File: src/design/itp_pkg.sv
// shared types, codes and defaults of the infix to postfix converter
`default_nettype none
package itp_pkg;

  // default sizing
  localparam int StackDepthDef = 32;
  localparam int FuncIdBitsDef = 4;

  // incoming token kinds
  localparam logic [3:0] TK_OPERAND = 4'd0;
  localparam logic [3:0] TK_LPAREN  = 4'd1;
  localparam logic [3:0] TK_RPAREN  = 4'd2;
  localparam logic [3:0] TK_FUNC    = 4'd3;
  localparam logic [3:0] TK_POW     = 4'd4;
  localparam logic [3:0] TK_MUL     = 4'd5;
  localparam logic [3:0] TK_DIV     = 4'd6;
  localparam logic [3:0] TK_PLUS    = 4'd7;
  localparam logic [3:0] TK_MINUS   = 4'd8;
  localparam logic [3:0] TK_END     = 4'd9;

  // stack entry kinds, also the result kinds (operand shares code zero with lparen)
  localparam logic [2:0] OK_LPAREN  = 3'd0;
  localparam logic [2:0] OK_OPERAND = 3'd0;
  localparam logic [2:0] OK_FUNC    = 3'd1;
  localparam logic [2:0] OK_POW     = 3'd2;
  localparam logic [2:0] OK_MUL     = 3'd3;
  localparam logic [2:0] OK_DIV     = 3'd4;
  localparam logic [2:0] OK_PLUS    = 3'd5;
  localparam logic [2:0] OK_MINUS   = 3'd6;
  localparam logic [2:0] OK_UMINUS  = 3'd7;

  // pop masks, one bit per stack entry kind
  localparam logic [7:0] MASK_NONE   = 8'h00;
  localparam logic [7:0] MASK_FUNC   = 8'h02;
  localparam logic [7:0] MASK_POW    = 8'h06;
  localparam logic [7:0] MASK_MULDIV = 8'h1E;
  localparam logic [7:0] MASK_ALL    = 8'hFE;

  // error codes
  localparam logic [2:0] ERR_NONE      = 3'd0;
  localparam logic [2:0] ERR_NO_LPAREN = 3'd1;
  localparam logic [2:0] ERR_NO_RPAREN = 3'd2;
  localparam logic [2:0] ERR_UNKNOWN   = 3'd3;
  localparam logic [2:0] ERR_OVERFLOW  = 3'd4;

  // one result before its last-of-run flag is known
  typedef struct packed {
    logic [2:0]  kind;
    logic [31:0] value;
    logic [2:0]  err;
  } result_t;

  // sequencer to emit stage
  typedef struct packed {
    logic    gen;
    logic    flush;
    result_t item;
  } emit_ctrl_t;

endpackage
`default_nettype wire

File: src/design/itp_ram.sv
// generic single write port ram with registered read
`default_nettype none
module itp_ram #(
  parameter int Width = 8,
  parameter int Depth = 32
) (
  input  wire logic                     clk,
  input  wire logic                     wr_en,
  input  wire logic [$clog2(Depth)-1:0] wr_addr,
  input  wire logic [Width-1:0]         wr_data,
  input  wire logic [$clog2(Depth)-1:0] rd_addr,
  output logic      [Width-1:0]         rd_data
);

  logic [Width-1:0] mem [Depth];

  // write and registered read
  always_ff @(posedge clk) begin
    if (wr_en) begin
      mem[wr_addr] <= wr_data;
    end
    rd_data <= mem[rd_addr];
  end

endmodule
`default_nettype wire

File: src/design/itp_emit.sv
// result holding stage: keeps the latest result until its last-of-run flag is known
`default_nettype none
module itp_emit
  import itp_pkg::*;
(
  input  wire logic        clk,
  input  wire logic        rst_n,
  input  wire emit_ctrl_t  ctrl,
  output logic             ready,
  output logic             out_valid,
  input  wire logic        out_stall,
  output logic [2:0]       out_kind,
  output logic [31:0]      out_value,
  output logic [2:0]       out_error_code,
  output logic             out_last_of_run
);

  logic    pend_valid_r;
  result_t pend_r;
  logic    out_valid_r;
  result_t out_item_r;
  logic    out_last_r;
  logic    out_free;

  // the output register can take a new transaction
  assign out_free = !out_valid_r || !out_stall;
  assign ready    = !pend_valid_r || out_free;

  // pending slot and output register
  always_ff @(posedge clk) begin
    if (!rst_n) begin
      pend_valid_r <= 1'b0;
      out_valid_r  <= 1'b0;
    end else if (ctrl.gen && ready) begin
      if (pend_valid_r) begin
        out_item_r  <= pend_r;
        out_last_r  <= 1'b0;
        out_valid_r <= 1'b1;
      end else if (out_free) begin
        out_valid_r <= 1'b0;
      end
      pend_r       <= ctrl.item;
      pend_valid_r <= 1'b1;
    end else if (ctrl.flush && ready && pend_valid_r) begin
      out_item_r   <= pend_r;
      out_last_r   <= 1'b1;
      out_valid_r  <= 1'b1;
      pend_valid_r <= 1'b0;
    end else if (out_free) begin
      out_valid_r <= 1'b0;
    end
  end

  assign out_valid       = out_valid_r;
  assign out_kind        = out_item_r.kind;
  assign out_value       = out_item_r.value;
  assign out_error_code  = out_item_r.err;
  assign out_last_of_run = out_last_r;

endmodule
`default_nettype wire

File: src/design/infix_to_postfix_converter.sv
// infix to postfix converter: token sequencer around the operator stack
//
// Takes one pre-classified token per input transaction (in_valid / in_stall)
// and produces its postfix results on the output channel (out_valid /
// out_stall), the final result of each token flagged by out_last_of_run.
// in_stall is high while a token is being worked on; the next token is
// taken once the previous one has finished, even if its last result still
// waits in the output register.
// Steps per token: accept, then for stack operators one stack read per
// popped entry plus one for the entry that ends the pop run, then push or
// check, then release the last result. Operands and errors on unknown
// tokens are accepted and released without reading the stack; a unary
// plus is only accepted. The pop loop is paced by the registered read of
// the stack ram. Each result waits in a pending slot and moves to the
// output register once the next result, or the end of the token, is
// known. A stall on the output holds the current result and freezes the
// sequencer whenever it has a further result to pass on.
// Reset (rst_n low, synchronous) empties the stack, drops any pending or
// output result and expects an operand; the stack ram itself is not cleared.
`default_nettype none
module infix_to_postfix_converter
  import itp_pkg::*;
#(
  parameter int STACK_DEPTH  = StackDepthDef,
  parameter int FUNC_ID_BITS = FuncIdBitsDef
) (
  input  wire logic        clk,
  input  wire logic        rst_n,
  input  wire logic        in_valid,
  output logic             in_stall,
  input  wire logic [3:0]  in_token_kind,
  input  wire logic [31:0] in_token_value,
  output logic             out_valid,
  input  wire logic        out_stall,
  output logic [2:0]       out_kind,
  output logic [31:0]      out_value,
  output logic [2:0]       out_error_code,
  output logic             out_last_of_run
);

  localparam int EW = 3 + FUNC_ID_BITS;
  localparam int AW = $clog2(STACK_DEPTH);
  localparam int CW = $clog2(STACK_DEPTH + 1);

  typedef enum logic [2:0] {
    S_IDLE,
    S_RD,
    S_CHK,
    S_FIN,
    S_FLUSH
  } state_t;

  typedef enum logic [1:0] {
    ACT_PUSH,
    ACT_RPAREN,
    ACT_END
  } act_t;

  state_t                  state_r;
  logic [CW-1:0]           count_r;
  logic                    expect_r;
  logic [7:0]              mask_r;
  act_t                    act_r;
  logic [2:0]              push_kind_r;
  logic [FUNC_ID_BITS-1:0] push_func_r;

  logic [CW-1:0]           count_m1;
  logic [EW-1:0]           rd_data;
  logic [2:0]              top_kind;
  logic [FUNC_ID_BITS-1:0] top_func;
  logic                    top_pops;
  logic                    stack_full;
  logic                    wr_en;
  emit_ctrl_t              ectrl;
  logic                    emit_ready;
  logic                    accept;

  // stack ram, read address always follows the top of stack
  assign count_m1 = count_r - CW'(1);

  itp_ram #(
    .Width(EW),
    .Depth(STACK_DEPTH)
  ) u_stack (
    .clk    (clk),
    .wr_en  (wr_en),
    .wr_addr(count_r[AW-1:0]),
    .wr_data({push_func_r, push_kind_r}),
    .rd_addr(count_m1[AW-1:0]),
    .rd_data(rd_data)
  );

  // top entry decode and pop decision
  assign top_kind   = rd_data[2:0];
  assign top_func   = rd_data[EW-1:3];
  assign top_pops   = (count_r != '0) && mask_r[top_kind];
  assign stack_full = (count_r == CW'(STACK_DEPTH));
  assign in_stall   = (state_r != S_IDLE);
  assign accept     = in_valid && !in_stall;
  assign wr_en      = (state_r == S_FIN) && (act_r == ACT_PUSH) && !stack_full;

  // results handed to the emit stage
  always_comb begin
    ectrl = '0;
    unique case (state_r)
      S_IDLE: begin
        if (accept) begin
          if (in_token_kind == TK_OPERAND) begin
            ectrl.gen  = 1'b1;
            ectrl.item = '{kind: OK_OPERAND, value: in_token_value, err: ERR_NONE};
          end else if (in_token_kind > TK_END) begin
            ectrl.gen  = 1'b1;
            ectrl.item = '{kind: OK_OPERAND, value: 32'd0, err: ERR_UNKNOWN};
          end
        end
      end
      S_CHK: begin
        if (top_pops) begin
          ectrl.gen        = 1'b1;
          ectrl.item.kind  = top_kind;
          ectrl.item.value = (top_kind == OK_FUNC) ? 32'(top_func) : 32'd0;
          ectrl.item.err   = ERR_NONE;
        end
      end
      S_FIN: begin
        ectrl.item.kind  = OK_OPERAND;
        ectrl.item.value = 32'd0;
        unique case (act_r)
          ACT_PUSH: begin
            ectrl.gen      = stack_full;
            ectrl.item.err = ERR_OVERFLOW;
          end
          ACT_RPAREN: begin
            ectrl.gen      = (count_r == '0);
            ectrl.item.err = ERR_NO_LPAREN;
          end
          ACT_END: begin
            ectrl.gen      = (count_r != '0);
            ectrl.item.err = ERR_NO_RPAREN;
          end
          default: begin
            ectrl.gen = 1'b0;
          end
        endcase
      end
      S_FLUSH: begin
        ectrl.flush = 1'b1;
      end
      default: begin
        ectrl = '0;
      end
    endcase
  end

  itp_emit u_emit (
    .clk            (clk),
    .rst_n          (rst_n),
    .ctrl           (ectrl),
    .ready          (emit_ready),
    .out_valid      (out_valid),
    .out_stall      (out_stall),
    .out_kind       (out_kind),
    .out_value      (out_value),
    .out_error_code (out_error_code),
    .out_last_of_run(out_last_of_run)
  );

  // token sequencer
  always_ff @(posedge clk) begin
    if (!rst_n) begin
      state_r  <= S_IDLE;
      count_r  <= '0;
      expect_r <= 1'b1;
    end else begin
      unique case (state_r)
        S_IDLE: begin
          if (accept) begin
            push_func_r <= (in_token_kind == TK_FUNC) ?
                           in_token_value[FUNC_ID_BITS-1:0] : '0;
            unique case (in_token_kind)
              TK_OPERAND: begin
                expect_r <= 1'b0;
                state_r  <= S_FLUSH;
              end
              TK_LPAREN: begin
                mask_r      <= MASK_NONE;
                act_r       <= ACT_PUSH;
                push_kind_r <= OK_LPAREN;
                state_r     <= S_RD;
              end
              TK_RPAREN: begin
                mask_r  <= MASK_ALL;
                act_r   <= ACT_RPAREN;
                state_r <= S_RD;
              end
              TK_FUNC: begin
                mask_r      <= MASK_FUNC;
                act_r       <= ACT_PUSH;
                push_kind_r <= OK_FUNC;
                state_r     <= S_RD;
              end
              TK_POW: begin
                mask_r      <= MASK_POW;
                act_r       <= ACT_PUSH;
                push_kind_r <= OK_POW;
                state_r     <= S_RD;
              end
              TK_MUL, TK_DIV: begin
                mask_r      <= MASK_MULDIV;
                act_r       <= ACT_PUSH;
                push_kind_r <= (in_token_kind == TK_MUL) ? OK_MUL : OK_DIV;
                state_r     <= S_RD;
              end
              TK_PLUS, TK_MINUS: begin
                act_r <= ACT_PUSH;
                if (!expect_r) begin
                  // binary plus or minus
                  mask_r      <= MASK_ALL;
                  push_kind_r <= (in_token_kind == TK_PLUS) ? OK_PLUS : OK_MINUS;
                  state_r     <= S_RD;
                end else if (in_token_kind == TK_MINUS) begin
                  // unary minus pushes without popping
                  mask_r      <= MASK_NONE;
                  push_kind_r <= OK_UMINUS;
                  state_r     <= S_RD;
                end
                // unary plus is dropped
              end
              TK_END: begin
                mask_r  <= MASK_ALL;
                act_r   <= ACT_END;
                state_r <= S_RD;
              end
              default: begin
                // unknown token
                count_r  <= '0;
                expect_r <= 1'b1;
                state_r  <= S_FLUSH;
              end
            endcase
          end
        end
        S_RD: begin
          state_r <= S_CHK;
        end
        S_CHK: begin
          if (!top_pops) begin
            state_r <= S_FIN;
          end else if (emit_ready) begin
            count_r <= count_m1;
            state_r <= S_RD;
          end
        end
        S_FIN: begin
          if (!ectrl.gen) begin
            unique case (act_r)
              ACT_PUSH: begin
                count_r  <= count_r + CW'(1);
                expect_r <= 1'b1;
              end
              ACT_RPAREN: begin
                count_r  <= count_m1;
                expect_r <= 1'b0;
              end
              ACT_END: begin
                expect_r <= 1'b1;
              end
              default: begin
                expect_r <= 1'b1;
              end
            endcase
            state_r <= S_FLUSH;
          end else if (emit_ready) begin
            // error result clears the stack
            count_r  <= '0;
            expect_r <= 1'b1;
            state_r  <= S_FLUSH;
          end
        end
        S_FLUSH: begin
          if (emit_ready) begin
            state_r <= S_IDLE;
          end
        end
        default: begin
          state_r <= S_IDLE;
        end
      endcase
    end
  end

endmodule
`default_nettype wire

File: config.mk
export PLATFORM = sky130hd
export DESIGN_NAME = infix_to_postfix_converter
export DESIGN_NICKNAME = d
export VERILOG_FILES = /design/src/design/itp_pkg.sv /design/src/design/itp_ram.sv /design/src/design/itp_emit.sv /design/src/design/infix_to_postfix_converter.sv
export SDC_FILE = /design/constraint.sdc
export NUM_CORES = 1
export LEC_CHECK = 0
export BUFFER_PORTS_ARGS = -buffer_cell sky130_fd_sc_hd__buf_2
export CAP_MARGIN = 20
export CORE_AREA = 2 2 175 177
export DETAILED_ROUTE_END_ITERATION = 10
export DIE_AREA = 0 0 177 179
export HOLD_SLACK_MARGIN = 0.03
export PLACE_DENSITY = 0.68
export SYNTH_ARGS = -nofsm -noshare
export SYNTH_HDL_FRONTEND = slang
export SYNTH_HIERARCHICAL = 1
export SYNTH_SLANG_ARGS = --single-unit
File: constraint.sdc
create_clock -name clk -period 5.9 [get_ports clk]
set_input_delay 1.18 -clock clk [delete_from_list [all_inputs] [get_ports clk]]
set_output_delay 1.18 -clock clk [all_outputs]
set_load 0.01 [all_outputs]
### Yosys cells after proc, flatten, opt, wreduce, memory -nomap -nowiden

Memories as Yosys holds them, arrays and structs flattened. A register that Yosys moved wholly into a read port is not among the register bits.
Index checks and enable logic that the tools add are counted.

* $lt $le $gt $ge: 2
* add/subtract/negate cells: 2
* eq/ne operators: 29
* muxes and demuxes: 63
* reduce and logical (&&, ||, !) cells: 42

Operators with widths (count)
* $mux 38: 4
* $pmux 38 s3: 1
* $mux 35: 2
* $pmux 8 s6: 1
* $mux 6: 6
* $mux 3: 11
* $pmux 3 s5: 2
* $mux 1: 21
* $pmux 6 s3: 1
* $eq 4x3->1 const B: 4
* $mux 8: 2
* $reduce_and 5->1: 3
* $reduce_or 7->1: 2
* $pmux 6 s2: 1
* $reduce_bool 6->1: 2
* $reduce_or 10->1: 1
* $pmux 3 s3: 1
* $reduce_bool 3->1: 3
* $reduce_or 9->1: 1
* $eq 4x2->1 const B: 2
* $eq 4x4->1 const B: 2
* $ne 2x2->1 const B: 4
* $reduce_and 4->1: 2
* $logic_and 1x1->1: 7
* 35 further kinds: 52

* memories kept: 1
* word-level logic and storage cells: 155
* register bits: 106
* output and inout bits: 41
* input port bits: 40
* bits in writable memories: 224

Memories
* u_stack.mem: depth 32, width 7, rd ports 1, clocked after memory_dff 1, write ports 1, line itp_ram.sv:15 `logic [Width-1:0] mem [Depth];`

### Longest topological paths before layout

* word-level depth: 8
* gate-level depth with buffers: 10

### Cells and area by module

Netlist, hierarchy kept.

By module, submodules not included
* itp_ram: times used 1, area each 8833.5 um^2, cells each 370
* itp_emit: times used 1, area each 2417.3 um^2, cells each 90
* infix_to_postfix_converter: times used 1, area each 1931.9 um^2, cells each 241

### Worst setup path after synthesis

Ideal clock, no wire load.

* path kind: input port to flip-flop
* from: in in_token_kind[3]
* to: reg u_emit.out_item_r (netlist bit u_emit/out_error_code[0]) (enable)
* path buffers: 1
* setup slack: 1241 ps
* stages on the path: 7
* data arrival time: 4230 ps
* path through: clkbuf_1 > or4_1 > a21oi_1 > a221oi_4 > or2b_1 > o21ai_1 > nor3b_2

RTL lines
* start, declared: line infix_to_postfix_converter.sv:31 `input wire logic [3:0] in_token_kind,`
* end signal, assigned: line itp_emit.sv:36 `out_item_r <= pend_r;`
* end signal, assigned: line itp_emit.sv:45 `out_item_r <= pend_r;`
* end, declared: line itp_emit.sv:21 `result_t out_item_r;`

### Worst setup path after layout

* from: reg count_r[0]
* to: mem u_stack/mem[6][4] (netlist name) (enable)

* longest elaborated chain between the ends: 5

RTL lines
* start, declared: line infix_to_postfix_converter.sv:60 `logic [CW-1:0] count_r;`
* start signal, assigned: line infix_to_postfix_converter.sv:250 `count_r <= count_m1;`
* start signal, assigned: line infix_to_postfix_converter.sv:258 `count_r <= count_r + CW'(1);`
* start signal, assigned: line infix_to_postfix_converter.sv:262 `count_r <= count_m1;`
* $eq 6x6->1: line infix_to_postfix_converter.sv:97 `assign stack_full = (count_r == CW'(STACK_DEPTH));`
* $logic_not 1->1: line infix_to_postfix_converter.sv:100 `assign wr_en = (state_r == S_FIN) && (act_r == ACT_PUSH) && !stack_full;`
* $logic_and 1x1->1: line infix_to_postfix_converter.sv:100
* named net wr_en: line infix_to_postfix_converter.sv:73 `logic wr_en;`
* $mux 1: line itp_ram.sv:19 `if (wr_en) begin`
* $mux 1 (implied by the code): line itp_ram.sv:20 `mem[wr_addr] <= wr_data;`
* end, declared: line itp_ram.sv:15

The timed path passes the listed nets, and every way through them passes these cells.

==> qor_table.md <==
| Group | Result | Reported |
|---|---|---|
| worst setup path | Cell family contributing the most delay on the critical path | simple AND/OR/NAND/NOR gates |
| global route | Grt peak-use layer | met2 |
| global route | M2 GR Usage | 25.8% |
| job | Max Cap Viol | 0 |
| synthesis | Post-synth top cells | sky130_fd_sc_hd__edfxtp_1 (314), sky130_fd_sc_hd__mux4_2 (70), sky130_fd_sc_hd__nor2_1 (53), sky130_fd_sc_hd__and2_1 (37) |
| worst setup path | Worst setup SP type | register |
| routing | Count of routing violations after the opening detailed-route iteration | 765 |
| routing | Total Routed Length | 26,800 um |
| synthesis | Combinational family with the most area after synthesis | multiplexers |
| timing | RSZ-0062 raised after global routing | no |
| worst setup path | Setup crit end kind | register |
| clock network | Clock Path Buffers | 3 |
| timing | Sum of negative setup slack | 0 ps |
| synthesis | Total of flip-flops plus latches after synthesis | 333 |
| place | Routability-driven placement congestion ratio | 0.808 |
| timing | Final period utilization | 72.0% |
| synthesis | Synthesized netlist net count | 743 |
| timing | Fmax | 236 MHz |
| synthesis | Area share of the leading cell type in the synthesized netlist | 71.5% |
| routing | First-pass iteration count of the detailed router | 5 |
| global route | Largest net degree at the start of global routing | 40 |
| timing | Tmin final | 4250 ps |
| timing | Setup Skew | 16.4 ps |
| floorplan | Die W | 177 um |
| routing | Routed WL per cell | 22.0 um |
| routing | Vias per Instance | 5.57 |
| synthesis | Synth area leader | sky130_fd_sc_hd__edfxtp_1 |
| power and ir drop | Total leakage power | 0.00512 uW |
| worst setup path | Required time of the worst setup path | 6030 ps |
| timing | Worst rel slew slack | 27.5% |
| clock network | Resized cells post-CTS | 0 |
| synthesis | Dominant cell by count in the synthesized netlist | sky130_fd_sc_hd__edfxtp_1 |
| worst setup path | Count of buffer and inverter cells on the critical path | 2 |
| floorplan | Core region area | 30,000 sq um |
| min path | Min-Delay Path Class | reg -> reg |
| synthesis | Leading register cell type out of synthesis | sky130_fd_sc_hd__edfxtp_1 |
| synthesis | XOR/XNOR share of the synthesized area | 0.399% |
| cells and area | Antenna fix cells | 0 |
| routing | Number of nets still failing antenna checks after routing | 0 |
| synthesis | Distinct cell type count of the synthesized netlist | 63 |
| synthesis | Proportion of register bits with asynchronous set or reset after synthesis | 0% |
| floorplan | Die Footprint | 31,700 sq um |
| cells and area | Post-layout net count | 841 |
| global route | Congestion Overflow GR | 0 |
| synthesis | Multiplexer share of the synthesized area | 12.8% |
| synthesis | Arithmetic-cell share of the synthesized area counting full adders, half adders and majority gates | 0.190% |
| cells and area | Fraction of layout cells with a size suffix above 1 | 28.9% |
| clock network | Clock latency of the later-clocked register in the worst-skew pair | 520 ps |
| global route | Vias in the first global route | 6,523 |
| worst setup path | Crit-path slowest cell | sky130_fd_sc_hd__nor2_1 |
| clock network | Clock Root Buffer | sky130_fd_sc_hd__clkbuf_16 |
| routing | DR vias | 6,796 |
| worst setup path | Critical-path cell list | clkinv_2 -> ha_1 -> or4b_1 -> inv_1 -> a21boi_0 -> nand3b_1 -> nor2_1 |
| floorplan | Std cell rows | 64 |
| synthesis | Synth top area cells | sky130_fd_sc_hd__edfxtp_1 (72%), sky130_fd_sc_hd__mux4_2 (12%), sky130_fd_sc_hd__dfxtp_1 (2.9%) |
| worst setup path | Biggest cell delay along the critical path | 870 ps |
| place | Port bufs | 80 |
| synthesis | Seq/Total Area, Yosys | 74.4% |
| timing | Endpoints failing hold | 0 |
| worst setup path | Worst flop-to-flop path startpoint | count_r[0] |
| clock network | CTS tree | yes |
| status | Outcome | finished clean |
| timing | Final setup violation count | 0 |
| worst setup path | Data arrival at the endpoint of the critical path | 4380 ps |
| global route | Global-route track usage on met3 | 3.77% |
| clock network | Total number of H-tree levels | 2 |
| synthesis | Netlist area before placement | 13,200 sq um |
| global route | Global-route wire length before repair | 39,700 um |
| synthesis | Yosys warnings | 6 |
| floorplan | Initial core utilization | 43.9% |
| worst setup path | Type of the worst setup path | reg -> reg |
| floorplan | Io pins | 81 |
| power and ir drop | Total power density per cell area | 343 nW/um^2 |
| power and ir drop | IR drop worst, VDD | 0.168 mV |
| global route | Combined global-route utilization of all metal layers | 16.8% |
| synthesis | Number of enable flip-flop cells after synthesis | 314 |
| synthesis | Area share of and/or/nand/nor cells after synthesis | 6.53% |
| cells and area | Layout Utilization | 51.0% |
| clock network | Clock transition at the register clock pins on the worst setup and hold paths after CTS | 60 ps |
| global route | Antenna violations before repair | 1 |
| clock network | Buffer count from post-CTS setup fixing | 0 |
| synthesis | Synth Area in Compound Gates | 3.85% |
| timing | Transition time of the tightest slew-check pin | 1090 ps |
| cells and area | Layout Area Growth over Synthesis | 16.2% |
| clock network | Number of buffers inserted by hold repair at cts | 0 |
| timing | Max Transition Viols Final | 0 |
| floorplan | Die Height | 179 um |
| clock network | TritonCTS buffer count | 36 |
| worst setup path | Setup crit start | count_r[0] |
| synthesis | Syn Area/Cell | 18.8 sq um |
| clock network | Clk sinks | 333 |
| place | Final HPWL from detailed placement | 16,700 um |
| min path | Source of the worst hold timing path | u_emit/pend_r[10] |
| synthesis | Synthesized instance count | 701 |
| worst setup path | Critical path fanouts, max | 28 |
| routing | Drt drc | 0 |
| global route | GR Layer Usage met1 | 24.2% |
==> cell usage in the layout, fill, tap and decap left out, types with 5 or more instances in the layout <==
cell,Yosys,routed
sky130_fd_sc_hd__nand2_1,20,20
sky130_fd_sc_hd__nor3_1,7,7
sky130_fd_sc_hd__and2_1,37,37
sky130_fd_sc_hd__buf_2,4,80
sky130_fd_sc_hd__clkbuf_1,20,7
sky130_fd_sc_hd__clkinv_1,0,5
sky130_fd_sc_hd__inv_1,15,13
sky130_fd_sc_hd__clkbuf_16,0,37
sky130_fd_sc_hd__o31ai_1,6,6
sky130_fd_sc_hd__mux4_2,70,70
sky130_fd_sc_hd__dfxtp_1,19,19
sky130_fd_sc_hd__mux2_2,9,9
sky130_fd_sc_hd__nand3_1,5,5
sky130_fd_sc_hd__a21oi_1,13,13
sky130_fd_sc_hd__nand2b_1,7,7
sky130_fd_sc_hd__xnor2_1,5,5
sky130_fd_sc_hd__o22ai_1,5,5
sky130_fd_sc_hd__buf_4,0,7
sky130_fd_sc_hd__bufinv_16,0,6
sky130_fd_sc_hd__o21ai_0,9,9
sky130_fd_sc_hd__clkinv_2,0,6
sky130_fd_sc_hd__nand3b_1,7,7
sky130_fd_sc_hd__nor2_1,53,53
sky130_fd_sc_hd__edfxtp_1,314,314
==> cells by family (layout without fill, tap and decap cells) <==
logic type	Yosys count	in the layout
fa+ha+maj	2	2
compound gates	69	69
mux	80	80
xor+xnor	6	6
simple gates	162	162
buf+inv	49	172
flops	333	333
==> path summary, 6_finish.rpt <==
kind         slack (ps)  cells past startpoint                   to
max                1650                      7    u_stack/mem[6][4]
min                 410                      0  u_emit/out_value[7]
min reg2reg         410                      0  u_emit/out_value[7]
max reg2reg        1650                      7    u_stack/mem[6][4]
==> power by group <==
group / switching, uW / leakage, uW / total, uW / internal [uW]
registers: 57.5 / 0.00303 / 2670 / 2610
clock network: 862 / 0.000588 / 2270 / 1410
logic: 166 / 0.00151 / 304 / 139
total: 1090 / 0.00512 / 5250 / 4170
==> worst register-to-register path: stages (launching register included) <==
cell	delay (ps)
sky130_fd_sc_hd__dfxtp_1	550
sky130_fd_sc_hd__clkinv_2	660
sky130_fd_sc_hd__ha_1	520
sky130_fd_sc_hd__or4b_1	290
sky130_fd_sc_hd__inv_1	80
sky130_fd_sc_hd__a21boi_0	430
sky130_fd_sc_hd__nand3b_1	460
sky130_fd_sc_hd__nor2_1	880
==> per-stage QoR <==
step	total power, uW	hold slack [ps]	std cells	worst slack, ps	area [sq um]
floorplan	2900	400	701	1240	13200
global placement	3010	400	1149	1740	14000
detailed placement	3010	405	1150	1640	14000
CTS	5290	417	1213	1630	15200
global route	5410	422	1220	1360	15300
finish	5250	413	1220	1650	15300
==> routing by layer <==
layer  routed length (um)  up-vias  share of wire [%]
li1                     -     3008                  -
met1                12000     3469                 45
met2                12100      270                 45
met3                 2100       47                7.8
met4                  605        2                2.3
met5                    9        -              0.034
==> final cells by class <==
cell class,count,area [sq um]
Inverter,15,57.6
Fill cell,2381,14700
Clock buffer,44,952
Sequential cell,333,9810
Multi-Input combinational cell,319,3150
Tap cell,396,495
Clock inverter,19,256
Timing Repair Buffer,94,601
==> registers in the layout, indices dropped and copies added, names as in the netlist <==
name and cells:
u_stack/mem 224, u_emit/pend_r 38, u_emit/out_value 32, u_stack/rd_data 7, count_r 6, mask_r 4
push_func_r 4, push_kind_r 3, state_r 3, u_emit/out_error_code 3, u_emit/out_kind 3, act_r 2
expect_r 1, u_emit/out_last_of_run 1, u_emit/out_valid 1, u_emit/pend_valid_r 1
(Power assumes the default switching activity.)
